<file path="src/spit_pkg.sv">
// ----------------------------------------------------------------------------
// spit_pkg
// shared types, codes and defaults for the sorted priority insert table
// ----------------------------------------------------------------------------
`default_nettype none

package spit_pkg;

    // default number of table cells
    localparam int CAPACITY_DEF = 128;

    // field widths
    localparam int KEY_W    = 16;
    localparam int ID_W     = 16;
    localparam int HANDLE_W = 7;
    localparam int INDEX_W  = 7;
    localparam int COUNT_W  = 8;

    // read path: positions reachable by an index, and cells per read group
    localparam int READ_SPAN  = 2 ** INDEX_W;
    localparam int GROUP_SIZE = 16;
    localparam int GROUP_W    = $clog2(GROUP_SIZE);
    localparam int GROUPS     = READ_SPAN / GROUP_SIZE;
    localparam int GROUP_SEL_W = INDEX_W - GROUP_W;

    // function codes
    localparam logic FUNC_INSERT = 1'b0;
    localparam logic FUNC_READ   = 1'b1;

    typedef struct packed {
        logic signed [KEY_W-1:0] key;
        logic [ID_W-1:0]         id;
        logic [HANDLE_W-1:0]     handle;
    } entry_t;

    // what a cell tells its right-hand neighbor
    typedef struct packed {
        logic occ;  // cell holds an entry
        logic gt;   // held entry moves behind the new one
    } cell_link_t;

    typedef struct packed {
        logic                    func;
        logic signed [KEY_W-1:0] urgency_days;
        logic [ID_W-1:0]         loan_id;
        logic [HANDLE_W-1:0]     loan_handle;
        logic [INDEX_W-1:0]      read_index;
    } in_word_t;

    typedef struct packed {
        logic signed [KEY_W-1:0] out_key;
        logic [ID_W-1:0]         out_id;
        logic [HANDLE_W-1:0]     out_handle;
        logic                    index_valid;
        logic                    insert_dropped;
        logic [COUNT_W-1:0]      entry_count;
    } out_word_t;

endpackage

`default_nettype wire

</file>
<file path="src/spit_cell.sv">
// ----------------------------------------------------------------------------
// spit_cell
// one compare-and-shift cell of the sorted table
// ----------------------------------------------------------------------------
`default_nettype none

module spit_cell (
    input  wire logic                clk,
    input  wire logic                rst_n,
    input  wire logic                ins_en,
    input  wire spit_pkg::entry_t    new_entry,
    input  wire spit_pkg::entry_t    prev_entry,
    input  wire spit_pkg::cell_link_t prev_link,
    output spit_pkg::entry_t         entry,
    output spit_pkg::cell_link_t     link
);

    spit_pkg::entry_t entry_reg;
    spit_pkg::entry_t entry_next;
    logic             occ_reg;
    logic             occ_next;
    logic             gt;

    // strict order on (key, id): equal pairs stay ahead of the new entry
    always_comb
    begin
        gt = occ_reg &&
             (($signed(entry_reg.key) > $signed(new_entry.key)) ||
              ((entry_reg.key == new_entry.key) && (entry_reg.id > new_entry.id)));
    end

    always_comb
    begin
        entry_next = entry_reg;
        occ_next   = occ_reg;
        if (ins_en)
        begin
            occ_next = occ_reg | prev_link.occ;
            if (prev_link.gt)
            begin
                entry_next = prev_entry;
            end
            else if (gt || (!occ_reg && prev_link.occ))
            begin
                entry_next = new_entry;
            end
        end
    end

    always_ff @(posedge clk or negedge rst_n)
    begin
        if (!rst_n)
        begin
            occ_reg <= 1'b0;
        end
        else
        begin
            occ_reg <= occ_next;
        end
    end

    always_ff @(posedge clk)
    begin
        entry_reg <= entry_next;
    end

    assign entry    = entry_reg;
    assign link.occ = occ_reg;
    assign link.gt  = gt;

endmodule

`default_nettype wire

</file>
<file path="config.mk">
export PLATFORM = sky130hd
export DESIGN_NAME = spit_cell
export DESIGN_NICKNAME = d
export VERILOG_FILES = /design/src/spit_pkg.sv /design/src/spit_cell.sv
export SDC_FILE = /design/constraint.sdc
export NUM_CORES = 1
export LEC_CHECK = 0
export BUFFER_PORTS_ARGS = -buffer_cell sky130_fd_sc_hd__buf_2
export CAP_MARGIN = 30
export CORE_MARGIN = 4
export CORE_UTILIZATION = 50
export DETAILED_ROUTE_END_ITERATION = 6
export GPL_TIMING_DRIVEN = 0
export HOLD_SLACK_MARGIN = 0.05
export PLACE_DENSITY = 0.86
export SETUP_SLACK_MARGIN = 0.15
export SLEW_MARGIN = 20
export SYNTH_ARGS = -nofsm -noshare
export SYNTH_HDL_FRONTEND = slang
export SYNTH_SLANG_ARGS = --single-unit
</file>
<file path="constraint.sdc">
create_clock -name clk -period 6.29 [get_ports clk]
set_input_delay 0.629 -clock clk [delete_from_list [all_inputs] [get_ports clk]]
set_output_delay 0.629 -clock clk [all_outputs]
set_load 0.05 [all_outputs]
</file>
Word-level counts from Yosys, hierarchy flattened
Index checks and enable logic that the tools add are counted.
- $lt $le $gt $ge: 2
- equal/unequal tests: 1
- muxes and demuxes: 2
- bitwise operators: 1
- reductions and logical operators: 8
- operators by type and width (kind ; count):
    two-way mux 39 bit ; 2
    greater-than comparator 16 bit ; 2
    == test 16 bit ; 1
    logical AND 1 bit ; 3
    logical OR 1 bit ; 2
    AND reduction 2 bit ; 1
    nonzero test 2 bit ; 1
    logical NOT 1 bit ; 1
    OR 1 bit ; 1
- register bits: 40
- input bits: 83
- output and inout port bits: 41
- word-level logic and storage cells: 18

Depth between registers and ports, before layout
- depth in word-level cells: 7
- mapped depth: 8
- gate-level depth less buffers: 7

Worst setup path after synthesis
No wires, ideal clock.
- path type: register to register
- start: reg entry_reg, in the netlist entry[38]
- end: reg entry_reg, in the netlist entry[0], enable pin
- arrival: 3115 ps
- required time: 5879 ps
- slack: 2764 ps
- stages on the path, launching flop included: 7
- cell sequence: edfxtp_1 > ha_1 > nand4_1 > or3_4 > nor4_2 > o31ai_1 > a41oi_2
- cells in the longest elaborated chain, start to end: 7
- elaborated cells on any way between the ends: 8
- ends and longest elaborated chain (element ; RTL line ; RTL):
    start, declared ; spit_cell.sv:18 ; spit_pkg::entry_t entry_reg;
    start signal, assigned ; spit_cell.sv:64 ; entry_reg <= entry_next;
    parallel branches: the longest is 2 deep, another holds greater-than comparator 16 bit ; - ;
    logical OR 1 bit * ; spit_cell.sv:28 ; (($signed(entry_reg.key) > $signed(new_entry.key)) ||
    logical AND 1 bit * ; spit_cell.sv:27 ; gt = occ_reg &&
    logical OR 1 bit * ; spit_cell.sv:43 ; else if (gt || (!occ_reg && prev_link.occ))
    nonzero test 2 bit (no source line) * ; - ;
    AND reduction 2 bit (no source line) * ; - ;
Every way passes the cells marked *.
A chain may end at the register's enable or synchronous reset.

Final worst setup path
- start: in new_entry[38] (netlist name)
- end: out link[0] (netlist name)
- cells in the longest elaborated chain, start to end: 4
- elaborated cells on any way between the ends: 5
- ends and longest elaborated chain (element ; RTL line ; RTL):
    start, declared ; spit_cell.sv:11 ; input wire spit_pkg::entry_t new_entry,
    parallel branches: the longest is 2 deep, another holds greater-than comparator 16 bit ; - ;
    logical OR 1 bit * ; spit_cell.sv:28 ;
    logical AND 1 bit * ; spit_cell.sv:27 ;
    end, declared ; spit_cell.sv:15 ; output spit_pkg::cell_link_t link
Marks and branches as above.

==> flow_summary.json <==
{
  "outcome": "finished clean",
  "synth_simple_gate_area_share_pct": 9.72,
  "finalCriticalPeriod_ns": 3.28,
  "core_region_area_mm2": 0.00475,
  "layout.filler_cells": 412,
  "worst_hold_slack_ns": 0.112,
  "design.portCount": 124,
  "synth_xor_area_share_pct": 0,
  "groute.layer.met1.usage_pct": 25.1,
  "worst-path-max-fanout": 3,
  "postSynthRegisterBits": 40,
  "multi_input_area_mm2": 0.00111,
  "grt_pass1_wl_um": 10400,
  "cts_resized": 0,
  "synth_edf_count": 39,
  "die_h_um": 78.3,
  "cts_tree": "done",
  "clock_transition_time_at_the_flip_flop_clock_pins_of_the_worst_setup_and_hold_paths_ns": 0.07,
  "synth_top_family_by_area": "adder cells",
  "grt_pass1_vias": 2224,
  "detail_route.iter0.violations": 90,
  "globalRouteMet2Util_pct": 38.7,
  "async_reset_ff_share_pct": 2.50,
  "routedWlPerCell_um": 14.6,
  "start_util_pct": 52.0,
  "setup_tns_ns": 0,
  "drt_pre_antenna_iters": 4,
  "synth.most_common_cell": "edfxtp_1",
  "nNetsFinal": 482,
  "clock_tree.htree_level_count": 2,
  "synth_ff_type": "edfxtp_1",
  "cp-start-kind": "input pin",
  "netlist_area_mm2": 0.00247,
  "critical_path.reg2reg.startpoint": "entry[38]",
  "die_w_um": 78.3,
  "drc_errors": 0,
  "grt.overflow.total": 0,
  "place_congestion": 0.863,
  "synth_area_leader_cell": "edfxtp_1",
  "hpwl_um": 5240,
  "total_inserted_antenna_cells": 0,
  "slew_headroom_pct": 64.0,
  "reg2regPathDepth": 7,
  "cts_root_buffer": "clkbuf_8",
  "crit_path_end_kind": "output port",
  "grt_usage_pct": 21.3,
  "r2r_slack_ns": 3.46,
  "required_ns": 5.66,
  "worst_ir_drop_vdd_mv": 0.138,
  "cp.arrival_ns": 2.65,
  "synth-compound-area-share_pct": 14.6,
  "rsz0062_at_grt": "false",
  "hold_fix_buffer_count_after_cts": 0,
  "powerDensity_mw_per_mm2": 221,
  "vias_per_cell": 5.14,
  "largest_reg_flops": 39,
  "leakage_nw": 1.62,
  "grt_antenna_before_repair": 0,
  "ys_top_cells_by_area": "edfxtp_1 (47%), ha_1 (16%), o21ai_0 (6.1%), nand2_1 (5.5%), inv_1 (5.2%)",
  "crit_start": "new_entry[38]",
  "post_cts_buffers": 0,
  "clock_path_buffers": 2,
  "r2r-end": "entry[28]",
  "synth-seq-area-share_pct": 48.4,
  "wirelength_um": 6350,
  "tightest_slew_ns": 0.535,
  "syn2layout_area_growth_pct": 33.5,
  "insertion_delay_ns": 0.28,
  "finalMaxSlewViolations": 0,
  "synth.area.mux_share_pct": 4.10,
  "worstSetupEndpoint": "link[0]",
  "detailroute.via_count": 2234,
  "cts_inserted_buffers": 5,
  "report.final.hold_viol_count": 0,
  "globalRoute.busiestLayer": "met2",
  "finalClockSkew_ns": 0.0115,
  "hp-class": "input pin to asynchronous set/reset pin",
  "ff_latch_area_mm2": 0.00120,
  "syn_inst": 236,
  "setup-violations-final": 0,
  "worst-setup-path-type": "input pin to output port",
  "final_cells": 435,
  "synth_common_cells": "edfxtp_1 (39), nand2_1 (36), inv_1 (34)",
  "grt_use_met3_pct": 4.24,
  "synthDistinctLibCells": 32,
  "layout_worst_path_cycle_share_pct": 52.1,
  "placement_rows": 25,
  "syn-num-nets": 351,
  "grt_max_degree": 18,
  "post_synth_fa_ha_maj_area_fraction_pct": 16.2,
  "io_buffers": 122,
  "placedCellCount": 427,
  "synth_largest_type_area_fraction_pct": 47.4,
  "max_cap_viol_count": 0,
  "route.antenna.remaining_nets": 0,
  "syn-mean-instance-area_um2": 10.5,
  "max_clock_freq_mhz": 305,
  "die_footprint_mm2": 0.00613,
  "cts_sinks": 40,
  "yosys_warnings": 0,
  "proportion_of_layout_cells_with_a_drive_suffix_above_1_pct": 39.1
}
==> metal layers <==
layer | up-vias | share of wire (%)
met4 | 0 | 1.8
met1 | 1044 | 41
met2 | 72 | 52
met3 | 10 | 5.1
li1 | 1108 | -
met5 | - | 0
==> where the power goes <==
group / switching [mW] / internal, mW
sequential: 0.0112 / 0.323
clock: 0.0825 / 0.0773
combinational: 0.158 / 0.0773
total: 0.252 / 0.478
==> metrics by stage <==
stage	area [um2]	total power, mW	utilization (%)	worst slack (ns)
after floorplan	2470	0.498	-	2.76
after global placement	3170	0.562	66.6	2.07
after detailed placement	3220	0.576	67.7	3.03
after CTS	3300	0.734	69.4	3.02
after global routing	3300	0.772	69.4	2.77
final	3300	0.729	69.4	3.01
==> cell families after synthesis <==
| family | count (synthesis) |
|---|---|
| compound gates | 59 |
| simple gates | 52 |
| flops | 40 |
| buf+inv | 44 |
| fa+ha+maj | 32 |
| mux | 9 |
==> layout make-up <==
type | instances | area share (%)
inverters | 34 | 3.87
clock buffers | 7 | 2.31
clock inverters | 1 | 0.114
well taps | 67 | 2.54
repair buffers | 124 | 19.8
plain buffers | 10 | 1.36
flip-flops and latches | 40 | 36.2
multi-input cells | 152 | 33.8
==> cell usage in the layout (no fill, tap or decap), types with 2 or more instances in the layout <==
cell,instances
buf_4,2
o2111ai_1,2
mux2_2,9
nor2_1,2
nor2b_1,2
nand2_1,36
nand3_1,3
o31ai_1,2
o21ai_0,30
edfxtp_1,39
a21oi_1,9
a21o_1,5
nand4_1,5
inv_1,34
buf_2,122
clkbuf_8,5
ha_1,32
clkbuf_1,10
==> worst min-delay path by stage <==
stage          startpoint       to  slack, ns
5_1_grt             rst_n  occ_reg        0.1
6_report            rst_n  occ_reg       0.11
3_5_place_dp        rst_n  occ_reg       0.41
4_1_cts             rst_n  occ_reg       0.11
2_1_floorplan       rst_n  occ_reg       0.33
3_3_place_gp        rst_n  occ_reg       0.40
==> critical path, cell delays in order <==
cell      delay [ns]
buf_2           0.08
inv_1           0.05
ha_1            0.33
nand4_1         0.14
or3_4           0.44
nor4_2          0.25
o31ai_1         0.17
a21boi_1        0.18
buf_4           0.12
buf_2           0.26
Note: power is estimated with default switching activity, not from simulation.
